### src/rtl/owner_tagged_slot_allocator_macros.svh
// Assertion macros for the owner-tagged slot allocator.
`ifndef OWNER_TAGGED_SLOT_ALLOCATOR_MACROS_SVH
`define OWNER_TAGGED_SLOT_ALLOCATOR_MACROS_SVH

// Same-cycle implication.
`define OSA_ASSERT_NOW(label, clk, rst, ante, cons, msg) \
   label: assert property (@(posedge clk) disable iff (rst) (ante) |-> (cons)) \
      else $error(msg);

// Next-cycle implication.
`define OSA_ASSERT_NEXT(label, clk, rst, ante, cons, msg) \
   label: assert property (@(posedge clk) disable iff (rst) (ante) |=> (cons)) \
      else $error(msg);

`endif

### src/rtl/osa_pkg.sv
// Shared types and codes for the owner-tagged slot allocator.
`timescale 1ns / 1ps

package osa_pkg;

   localparam int REQ_COUNT_WIDTH = 7;
   localparam int REQ_OWNER_WIDTH = 8;
   localparam int RSP_FREE_WIDTH  = 7;

   localparam logic OP_ALLOCATE = 1'b0;
   localparam logic OP_RELEASE  = 1'b1;

   typedef enum logic [1:0] {
      STATUS_GRANTED  = 2'd0,
      STATUS_FULL     = 2'd1,
      STATUS_SHORT    = 2'd2,
      STATUS_RELEASED = 2'd3
   } status_type;

   typedef enum logic [1:0] {
      ST_IDLE,
      ST_RUN,
      ST_DONE
   } osa_state_type;

   // Control part of the token that walks down the cell chain.
   typedef struct packed {
      logic valid;
      logic release_op;
   } token_ctl_type;

endpackage

### src/rtl/osa_cell.sv
// One slot of the allocator chain: slot state plus the token register to the next cell.
`timescale 1ns / 1ps

module osa_cell
   import osa_pkg::*;
#(
   parameter int OWNER_WIDTH = 8,
   parameter int COUNT_WIDTH = 7
) (
   input  logic                   clock,
   input  logic                   reset,
   input  token_ctl_type          tok_ctl_prev,
   input  logic [OWNER_WIDTH-1:0] tok_owner_prev,
   input  logic [COUNT_WIDTH-1:0] tok_count_prev,
   output token_ctl_type          tok_ctl_next,
   output logic [OWNER_WIDTH-1:0] tok_owner_next,
   output logic [COUNT_WIDTH-1:0] tok_count_next
);

   logic                   taken_ff, taken_in;
   logic [OWNER_WIDTH-1:0] owner_ff, owner_in;
   token_ctl_type          ctl_ff, ctl_in;
   logic [OWNER_WIDTH-1:0] tok_owner_ff, tok_owner_in;
   logic [COUNT_WIDTH-1:0] tok_count_ff, tok_count_in;

   always_comb begin
      taken_in     = taken_ff;
      owner_in     = owner_ff;
      ctl_in       = tok_ctl_prev;
      tok_owner_in = tok_owner_prev;
      tok_count_in = tok_count_prev;
      if (tok_ctl_prev.valid) begin
         if (tok_ctl_prev.release_op) begin
            if (taken_ff && (owner_ff == tok_owner_prev)) begin
               taken_in     = 1'b0;
               tok_count_in = tok_count_prev + COUNT_WIDTH'(1);
            end
         end else begin
            if (!taken_ff && (tok_count_prev != '0)) begin
               taken_in     = 1'b1;
               owner_in     = tok_owner_prev;
               tok_count_in = tok_count_prev - COUNT_WIDTH'(1);
            end
         end
      end
   end

   always_ff @(posedge clock) begin
      if (reset) begin
         taken_ff <= 1'b0;
         ctl_ff   <= '0;
      end else begin
         taken_ff <= taken_in;
         ctl_ff   <= ctl_in;
      end
      owner_ff     <= owner_in;
      tok_owner_ff <= tok_owner_in;
      tok_count_ff <= tok_count_in;
   end

   assign tok_ctl_next   = ctl_ff;
   assign tok_owner_next = tok_owner_ff;
   assign tok_count_next = tok_count_ff;

endmodule

### src/rtl/owner_tagged_slot_allocator.sv
// Timing: a refused allocate answers in the cycle after acceptance; a grant or a
// release walks a token down the chain of SLOTS cells, one cell per cycle, and
// answers after the token leaves the last cell.
// Throughput: one request at a time; the next is taken only after the response is accepted.
// Reset (synchronous, active high) frees every slot at once; no clearing pass.
`timescale 1ns / 1ps
`include "owner_tagged_slot_allocator_macros.svh"

module owner_tagged_slot_allocator
   import osa_pkg::*;
#(
   parameter int SLOTS       = 64,
   parameter int OWNER_WIDTH = 8
) (
   input  logic        clock,
   input  logic        reset,
   input  logic        req_tvalid,
   output logic        req_tready,
   input  logic [15:0] req_tdata,   // owner_id[7:0], request_count[14:8], zero pad
   input  logic [0:0]  req_tuser,   // opcode[0]
   output logic        rsp_tvalid,
   input  logic        rsp_tready,
   output logic [7:0]  rsp_tdata,   // free_count[6:0], zero pad
   output logic [1:0]  rsp_tuser    // status[1:0]
);

   localparam int CW   = $clog2(SLOTS + 1);
   localparam int CMPW = (CW > REQ_COUNT_WIDTH) ? CW : REQ_COUNT_WIDTH;

   osa_state_type        state_ff, state_in;
   status_type           status_ff, status_in;
   logic [CW-1:0]        free_count_ff, free_count_in;

   token_ctl_type        ctl_chain   [0:SLOTS];
   logic [OWNER_WIDTH-1:0] owner_chain [0:SLOTS];
   logic [CW-1:0]        count_chain [0:SLOTS];

   logic                       req_op;
   logic [OWNER_WIDTH-1:0]     req_owner;
   logic [REQ_COUNT_WIDTH-1:0] req_count;
   logic                       launch;

   logic                       req_beat;
   logic                       refuse_full;
   logic                       full_done;
   logic                       tail_valid;
   logic                       in_run;
   logic                       free_ok;

   assign req_op    = req_tuser[0];
   assign req_owner = OWNER_WIDTH'(req_tdata[REQ_OWNER_WIDTH-1:0]);
   assign req_count = req_tdata[REQ_OWNER_WIDTH +: REQ_COUNT_WIDTH];

   always_comb begin
      state_in      = state_ff;
      status_in     = status_ff;
      free_count_in = free_count_ff;
      launch        = 1'b0;
      req_tready    = 1'b0;
      rsp_tvalid    = 1'b0;
      case (state_ff)
         ST_IDLE: begin
            req_tready = 1'b1;
            if (req_tvalid) begin
               if (req_op == OP_RELEASE) begin
                  status_in = STATUS_RELEASED;
                  launch    = 1'b1;
                  state_in  = ST_RUN;
               end else if (free_count_ff == '0) begin
                  status_in = STATUS_FULL;
                  state_in  = ST_DONE;
               end else if (CMPW'(req_count) > CMPW'(free_count_ff)) begin
                  status_in = STATUS_SHORT;
                  state_in  = ST_DONE;
               end else begin
                  status_in     = STATUS_GRANTED;
                  free_count_in = free_count_ff - CW'(req_count);
                  launch        = 1'b1;
                  state_in      = ST_RUN;
               end
            end
         end
         ST_RUN: begin
            if (ctl_chain[SLOTS].valid) begin
               if (ctl_chain[SLOTS].release_op) begin
                  free_count_in = free_count_ff + count_chain[SLOTS];
               end
               state_in = ST_DONE;
            end
         end
         ST_DONE: begin
            rsp_tvalid = 1'b1;
            if (rsp_tready) begin
               state_in = ST_IDLE;
            end
         end
         default: begin
            state_in = ST_IDLE;
         end
      endcase
   end

   always_ff @(posedge clock) begin
      if (reset) begin
         state_ff      <= ST_IDLE;
         free_count_ff <= CW'(SLOTS);
      end else begin
         state_ff      <= state_in;
         free_count_ff <= free_count_in;
      end
      status_ff <= status_in;
   end

   // Token entering the head of the chain.
   assign ctl_chain[0].valid      = launch;
   assign ctl_chain[0].release_op = req_op;
   assign owner_chain[0]          = req_owner;
   assign count_chain[0]          = (req_op == OP_RELEASE) ? '0 : CW'(req_count);

   for (genvar i = 0; i < SLOTS; i++) begin : g_cell
      osa_cell #(
         .OWNER_WIDTH (OWNER_WIDTH),
         .COUNT_WIDTH (CW)
      ) u_cell (
         .clock          (clock),
         .reset          (reset),
         .tok_ctl_prev   (ctl_chain[i]),
         .tok_owner_prev (owner_chain[i]),
         .tok_count_prev (count_chain[i]),
         .tok_ctl_next   (ctl_chain[i+1]),
         .tok_owner_next (owner_chain[i+1]),
         .tok_count_next (count_chain[i+1])
      );
   end

   assign rsp_tdata = {1'b0, RSP_FREE_WIDTH'(free_count_ff)};
   assign rsp_tuser = status_ff;

   assign req_beat    = req_tvalid && req_tready;
   assign refuse_full = req_beat && (req_op == OP_ALLOCATE) && (free_count_ff == '0);
   assign full_done   = (status_ff == STATUS_FULL) && (state_ff == ST_DONE);
   assign tail_valid  = ctl_chain[SLOTS].valid;
   assign in_run      = (state_ff == ST_RUN);
   assign free_ok     = (free_count_ff <= CW'(SLOTS));

   `OSA_ASSERT_NOW(a_free_bound, clock, reset, 1'b1, free_ok, "free count above table size")
   `OSA_ASSERT_NOW(a_tail_in_run, clock, reset, tail_valid, in_run, "chain token outside run")
   `OSA_ASSERT_NEXT(a_full_status, clock, reset, refuse_full, full_done, "full not refused")
   `OSA_ASSERT_NEXT(a_one_at_a_time, clock, reset, req_beat, !req_tready, "beat taken while busy")

endmodule
### config.mk
export PLATFORM = sky130hd
export DESIGN_NAME = owner_tagged_slot_allocator
export DESIGN_NICKNAME = d
export VERILOG_FILES = /design/src/rtl/osa_pkg.sv /design/src/rtl/osa_cell.sv /design/src/rtl/owner_tagged_slot_allocator.sv
export VERILOG_INCLUDE_DIRS = /design/src /design/src/rtl
export SDC_FILE = /design/constraint.sdc
export NUM_CORES = 2
export LEC_CHECK = 0
export ABC_AREA = 1
export BUFFER_PORTS_ARGS = -buffer_cell sky130_fd_sc_hd__buf_2
export CAP_MARGIN = 30
export CORE_AREA = 2 2 363 365
export DETAILED_ROUTE_END_ITERATION = 7
export DIE_AREA = 0 0 365 367
export GPL_ROUTABILITY_DRIVEN = 0
export HOLD_SLACK_MARGIN = 0.03
export PLACE_DENSITY = 0.87
export SYNTH_ARGS = -nofsm -noshare
export SYNTH_HDL_FRONTEND = slang
export SYNTH_SLANG_ARGS = --single-unit
export TNS_END_PERCENT = 20
### constraint.sdc
create_clock -name clock -period 3 [get_ports clock]
set_clock_uncertainty 0.15 [all_clocks]
set_input_delay 0.15 -clock clock [delete_from_list [all_inputs] [get_ports clock]]
set_output_delay 0.15 -clock clock [all_outputs]
set_load 0.03 [all_outputs]
# Yosys cells after proc, flatten, opt, wreduce, memory -nomap -nowiden

Index checks and enable logic that the tools add are counted.

Output and inout port bits: 12
Input bits: 21
Register bits: 1667
Logic and storage cells: 1646

Add/subtract/negate cells: 130
Multiplexer cells: 472
Eq/ne operators: 137
Order comparisons: 1
Bitwise gates (word level): 64
Reduce and logical (&&, ||, !) cells: 455

Operators with widths:

| kind                                             | count |
|---|---|
| two-way mux 7 bit                                | 263 |
| == test 8 bit                                    | 64 |
| adder 7 x 1 -> 7 bit, second input constant      | 64 |
| nonzero test 7 bit                               | 64 |
| subtractor 7 x 1 -> 7 bit, second input constant | 64 |
| AND reduction 3 bit                              | 129 |
| two-way mux 1 bit                                | 199 |
| != test 2 x 1 -> 1 bit, second input constant    | 66 |
| nonzero test 2 bit                               | 65 |
| logical AND 1 bit                                | 128 |
| zero test 1 bit                                  | 64 |
| inverter 1 bit                                   | 64 |
| two-way mux 2 bit                                | 8 |
| one-hot mux 7 bit (2 select lines)               | 1 |
| != test 2 bit, second input constant             | 5 |
| adder 7 bit                                      | 1 |
| > comparator 7 bit                               | 1 |
| zero test 7 bit                                  | 1 |
| AND reduction 7 bit                              | 1 |
| subtractor 7 bit                                 | 1 |
| one-hot mux 2 bit (3 select lines)               | 1 |
| == test 2 x 1 -> 1 bit, second input constant    | 1 |
| == test 2 bit, second input constant             | 1 |
| zero test 2 bit                                  | 1 |
| 2 further kinds                                  | 2 |

# Longest topological paths before layout

Word-level depth: 7
Depth in mapped cells: 13

# Modules after synthesis

A second synthesis with hierarchy kept.

Cells, all modules: 11171
Area total of the unflattened synthesis: 85941.2 um2

By module, submodules not included:

| module                           | area each (um2) | sequential area each (um2) | cells an instance | times used |
|---|---|---|---|---|
| osa_cell at g_cell[0].u_cell ... | 1326.3          | 600.6                      | 171               | 55 |
| osa_cell at g_cell[5].u_cell ... | 1298.7          | 600.6                      | 171               | 9 |
| owner_tagged_slot_allocator      | 1307.5          | 240.2                      | 227               | 1 |

# Worst setup path before layout

No wires, ideal clock.

Path type: register -> register
Start: register free_count_ff[0]
End: register g_cell[0].u_cell.owner_ff[0] (enable)
Path buffers: 1
Clock period less this slack: 2.265 ns
Cell stages (with the launch flop): 13
Path slack: 0.735 ns
Arrival time: 1.791 ns
Path through: dfxtp_1 -> inv_1 -> ha_1 -> inv_1 -> nand3_1 -> nand2_2 -> nand2_2 -> nand2_1 -> nand2_2 -> a21oi_4 -> buf_6 -> nand3_2 -> inv_1

Cells in the longest elaborated chain, start to end: 7
Elaborated cells between the ends (all ways): 8
Those cells by class: order compare: 1; mux: 5; reduce/logical: 2

RTL lines:

| item                            | RTL line                           | source |
|---|---|---|
| from (decl)                     | owner_tagged_slot_allocator.sv:32  | `logic [CW-1:0] free_count_ff, free_count_in;` |
| from (signal assigned)          | owner_tagged_slot_allocator.sv:106 | `free_count_ff <= CW'(SLOTS);` |
| from (signal assigned)          | owner_tagged_slot_allocator.sv:109 | `free_count_ff <= free_count_in;` |
| > comparator 7 bit              | owner_tagged_slot_allocator.sv:72  | `end else if (CMPW'(req_count) > CMPW'(free_count_ff)) begin` |
| two-way mux 1 bit               | owner_tagged_slot_allocator.sv:72  |  |
| two-way mux 1 bit *             | owner_tagged_slot_allocator.sv:69  | `end else if (free_count_ff == '0) begin` |
| two-way mux 1 bit *             | owner_tagged_slot_allocator.sv:65  | `if (req_op == OP_RELEASE) begin` |
| two-way mux 1 bit *             | owner_tagged_slot_allocator.sv:64  | `if (req_tvalid) begin` |
| two-way mux 1 bit *             | owner_tagged_slot_allocator.sv:61  | `case (state_ff)` |
| AND reduction 3 bit (no line) * | -                                  |  |
| to (signal assigned)            | osa_cell.sv:56                     | `owner_ff <= owner_in;` |
| to (decl)                       | osa_cell.sv:21                     | `logic [OWNER_WIDTH-1:0] owner_ff, owner_in;` |

Mark *: on every way between the ends. The rest lies on a longest branch, timed or not.
A chain may end at the register's enable or synchronous reset.

# Final worst setup path

Start: input port req_tuser
End: register g_cell[0].u_cell.tok_count_ff[2]

Cells in the longest elaborated chain, start to end: 6
Elaborated cells between the ends (all ways): 12
Those cells by class: add/sub: 2; mux: 8; reduce/logical: 2

RTL lines:

| item                                                                              | RTL line                          | source |
|---|---|---|
| from (decl)                                                                       | owner_tagged_slot_allocator.sv:20 | `input logic [0:0] req_tuser,` |
| parallel branches: the longest is 5 deep, another holds subtractor 7 x 1 -> 7 bit | -                                 |  |
| two-way mux 7 bit *                                                               | osa_cell.sv:32                    | `if (tok_ctl_prev.valid) begin` |
| named net g_cell[0].u_cell.tok_count_in[2]                                        | osa_cell.sv:24                    | `logic [COUNT_WIDTH-1:0] tok_count_ff, tok_count_in;` |
| to (signal assigned)                                                              | osa_cell.sv:58                    | `tok_count_ff <= tok_count_in;` |
| to (decl)                                                                         | osa_cell.sv:24                    |  |

Mark *: on every way through the listed nets, which the timed path passes.

==> qor.txt <==
hold-fix buffers at CTS -> 40
CTS root buffer -> clkbuf_16
n_diodes -> 0
area of the mapped netlist -> 77,400 µm²
Leak -> 42.1 nW
first-pass GRT wire length -> 290,000 µm
final WL -> 173,000 µm
Max stage delay on crit path -> 570 ps
Max Fclk -> 359 MHz
Post-synth EDFFs -> 514
# setup viols final -> 0
status -> complete, but fails checks
violated checks -> DRC
Inserted Clock Buffers -> 163
DIE HEIGHT -> 367 µm
H-tree depth -> 4
slew margin rel. -> 0.475
Port Buffers -> 30
top post-synthesis cells by area -> dfxtp_1 30%, edfxtp_1 20%, nand2_1 16%
largest area contributor in the netlist -> dfxtp_1
Final period util -> 0.930
maximum fanout along the worst path -> 18
largest net degree at the start of global routing -> 57
Startpoint Class -> input port
type of the worst setup path -> in2reg
Critical Path RT -> 3580 ps
Setup TNS Final -> 0 ps
area of the multi-input gates -> 31,200 µm²
CORE AREA -> 130,000 µm²
die area -> 134,000 µm²
Critical Path Start -> req_tuser
Clock Latency Late Sink -> 810 ps
drt wl/cell -> 13.8 µm
Clock Sinks -> 1,667
hpwl dp -> 120,000 µm
initial antenna violation count -> 1
reg2reg path depth -> 11
VDD IR max -> 0.000657 V
crit path time final -> 2790 ps
# fillers -> 9,643
worst path cell trace -> dlygate4sd3_1, buf_2, inv_4, nand2_1, ha_1, inv_1, nor2_1, nand2_1, nand2_2, inv_2, nand3_1, o21ai_1, dlygate4sd3_1, nand2_1, dlygate4sd3_1, nand2_1
Synth Flop Type -> dfxtp_1
net count after synthesis -> 10,600
Top cell by count, worst path -> nand2_1
post-route ant nets -> 0
final slew viol count -> 0
Layout Nets -> 10,800
XOR/XNOR Fraction of Synth Area -> 0.0267
Int Power -> 40.2 mW
worst r2r dst -> g_cell[0].u_cell.tok_count_next[5]$_DFF_P_
CTS tree -> built
post-synthesis adder-cell area fraction -> 0.0235
pwr/cell area -> 654 nW/µm²
clk buf depth -> 3
flop-to-flop setup slack -> 230 ps
compound-gate portion of the synthesized area -> 0.0572
power share of the combinational group -> 0.140
syn_area_per_cell -> 7.42 µm²
Worst Hold Depth -> 2
Reg clk slew, reported paths -> 60 ps
Max Cap Viol -> 0
Starting Density -> 0.593
area delta synth->final -> 10.9%
1st-iter DRT viols -> 5,671
hold wc startpoint -> req_tdata[3]
mux cell area share after synthesis -> 0
share of cells above drive strength 1 -> 0.0386
Synth cell types -> 50
Tightest Hold Check Type -> in2reg
clock power share -> 0.379
simple-gate share of the synthesized area -> 0.296
Via density -> 5.29
Tot GR Track Use -> 0.254
Seq/Total Area, Yosys -> 0.498
RSZ-0062 raised after global routing -> false
YS warnings -> 0
largest family of logic cells by synthesized area -> simple AND/OR/NAND/NOR gates
CTS resizes -> 0
DRT Pass-1 Iters -> 8
async set or reset register ratio after synthesis -> 0
Ports -> 33
Reg-to-Reg Start -> free_count_ff[3]$_SDFFE_PP0P_
Arr. time, crit path -> 3370 ps
Sequential Power Share -> 0.481
DR vias -> 66,400
Worst path slowest cell -> dlygate4sd3_1
Die Wd -> 365 µm
Final Hold Viols -> 0
slew of the pin with the lowest slew margin -> 783 ps
Sw Ratio -> 0.285
Setup Fix Bufs, Post-CTS -> 0
number of global-route vias before repair -> 64,300
row count -> 133
#FFs+latches synth -> 1,667
Min-Delay Endpoint -> g_cell[0].u_cell.owner_ff[3]$_DFFE_PP_
drt drc -> 1
nature of the critical path endpoint -> flip-flop
Overall Power -> 56.2 mW
Mapped Cells -> 10,400
register area -> 38,500 µm²
Synth top area share -> 0.298
GRT overflow -> 0
P_sw -> 16.0 mW
[critical path, delay by kind of cell]
family                   cells  cell delay, ps
adder cells (fa/ha/maj)      1             230
AO/OA/AOI/OAI                1             130
buffers and inverters        7            2220
AND/OR/NAND/NOR              7             640
[logic make-up (layout without fill, tap and decap cells)]
logic type               after synthesis  after routing
flip-flops                          1667           1667
adder cells (fa/ha/maj)              144            144
buffers and inverters               2033           2396
other                                  1              1
XOR/XNOR                             236            236
AO/OA/AOI/OAI                        796            796
AND/OR/NAND/NOR                     5553           5553
[layout make-up]
| class | count | share of cell area |
|---|---|---|
| clock buffer | 225 | 0.0545 |
| clock inverter | 83 | 0.0117 |
| timing repair buffer | 101 | 0.00937 |
| sequential | 1667 | 0.448 |
| inverter | 1987 | 0.0869 |
| multi-input combinational | 6730 | 0.364 |
| tap | 1755 | 0.0256 |
[power groups by stage]
stage | Clock (mW) | Sequential, mW | Combinational (mW)
3_5_place_dp | 0 | 27.4 | 7.50
6_report | 21.3 | 27.0 | 7.87
3_3_place_gp | 0 | 27.3 | 7.07
4_1_cts | 21.6 | 26.9 | 7.72
5_1_grt | 22.5 | 27.2 | 8.97
2_1_floorplan | 0 | 26.7 | 5.97
[metal layers]
layer | routed length [µm] | GRT usage | part of all wire | vias to the layer above
met5 | 7 | 0 | 0.000040 | -
met4 | 5820 | 0.102 | 0.034 | 2
met3 | 9340 | 0.0347 | 0.054 | 554
met2 | 87600 | 0.460 | 0.51 | 2442
met1 | 70100 | 0.300 | 0.41 | 30400
li1 | - | - | - | 33000
[how the worst max path moves through the flow]
stage                     depth (start not counted)                                    endpoint  slack (ps)
after global routing                             11  g_cell[0].u_cell.tok_count_next[5]$_DFF_P_          70
after detailed placement                          9      g_cell[0].u_cell.owner_ff[2]$_DFFE_PP_         630
final                                            16  g_cell[0].u_cell.tok_count_next[2]$_DFF_P_         210
after floorplan                                  12      g_cell[0].u_cell.owner_ff[0]$_DFFE_PP_         730
after CTS                                        11  g_cell[0].u_cell.tok_count_next[5]$_DFF_P_         330
after global placement                            9      g_cell[0].u_cell.owner_ff[0]$_DFFE_PP_         640
[registers in the layout (all words and copies together) (netlist names)]
register and flops:
state_ff 2, free_count_ff 7, g_cell.u_cell.taken_ff 64, g_cell.u_cell.tok_count_next 448, rsp_tuser 2, g_cell.u_cell.tok_ctl_next 128, g_cell.u_cell.tok_owner_next 504, g_cell.u_cell.owner_ff 512
[through the flow]
stage | area (µm²) | worst slack [ps] | util | hold WS (ps) | cells
2_1_floorplan | 77400 | 735 | - | 27.7 | 10400
3_3_place_gp | 79800 | 643 | 0.612 | 139 | 12200
3_5_place_dp | 79800 | 626 | 0.612 | 144 | 12200
4_1_cts | 85900 | 332 | 0.658 | 40.0 | 12500
5_1_grt | 85900 | 68.4 | 0.658 | 79.5 | 12500
6_report | 85900 | 211 | 0.658 | 78.3 | 12500
[Yosys cell counts, types with 76 or more instances]
cell	number
nand2_1	3365
ha_1	142
o21ai_0	263
xor2_1	160
nand4_1	222
edfxtp_1	514
nor3_1	78
xnor2_1	76
dfxtp_1	1153
nand3_1	746
a21oi_1	300
nor2_1	1027
inv_1	1972
[cell usage in the layout (no fill, tap or decap), types with 6 or more instances in the layout]
cell type / synthesis / final
clkinv_1: 0 / 14
o22ai_1: 58 / 58
nand2_1: 3365 / 3365
nor2_1: 1027 / 1027
clkinv_2: 0 / 28
xor2_1: 160 / 160
nand4_1: 222 / 222
o21ai_0: 263 / 263
inv_1: 1972 / 1972
o21bai_1: 19 / 19
clkbuf_1: 28 / 30
buf_2: 14 / 29
clkbuf_16: 0 / 167
nand3b_1: 51 / 51
nand3_1: 746 / 746
buf_4: 1 / 30
nand2_2: 6 / 6
bufinv_16: 0 / 16
nor3_1: 78 / 78
nor2_2: 10 / 10
nor3_2: 24 / 24
ha_1: 142 / 142
o21ai_1: 46 / 46
a21oi_1: 300 / 300
o31ai_1: 17 / 17
clkbuf_8: 0 / 29
inv_2: 13 / 13
dfxtp_1: 1153 / 1153
or2_2: 9 / 9
edfxtp_1: 514 / 514
o21ai_2: 9 / 9
a21boi_0: 9 / 9
dlygate4sd3_1: 0 / 40
xnor2_1: 76 / 76
o211ai_1: 53 / 53
Power figures use the tool's default switching activity.
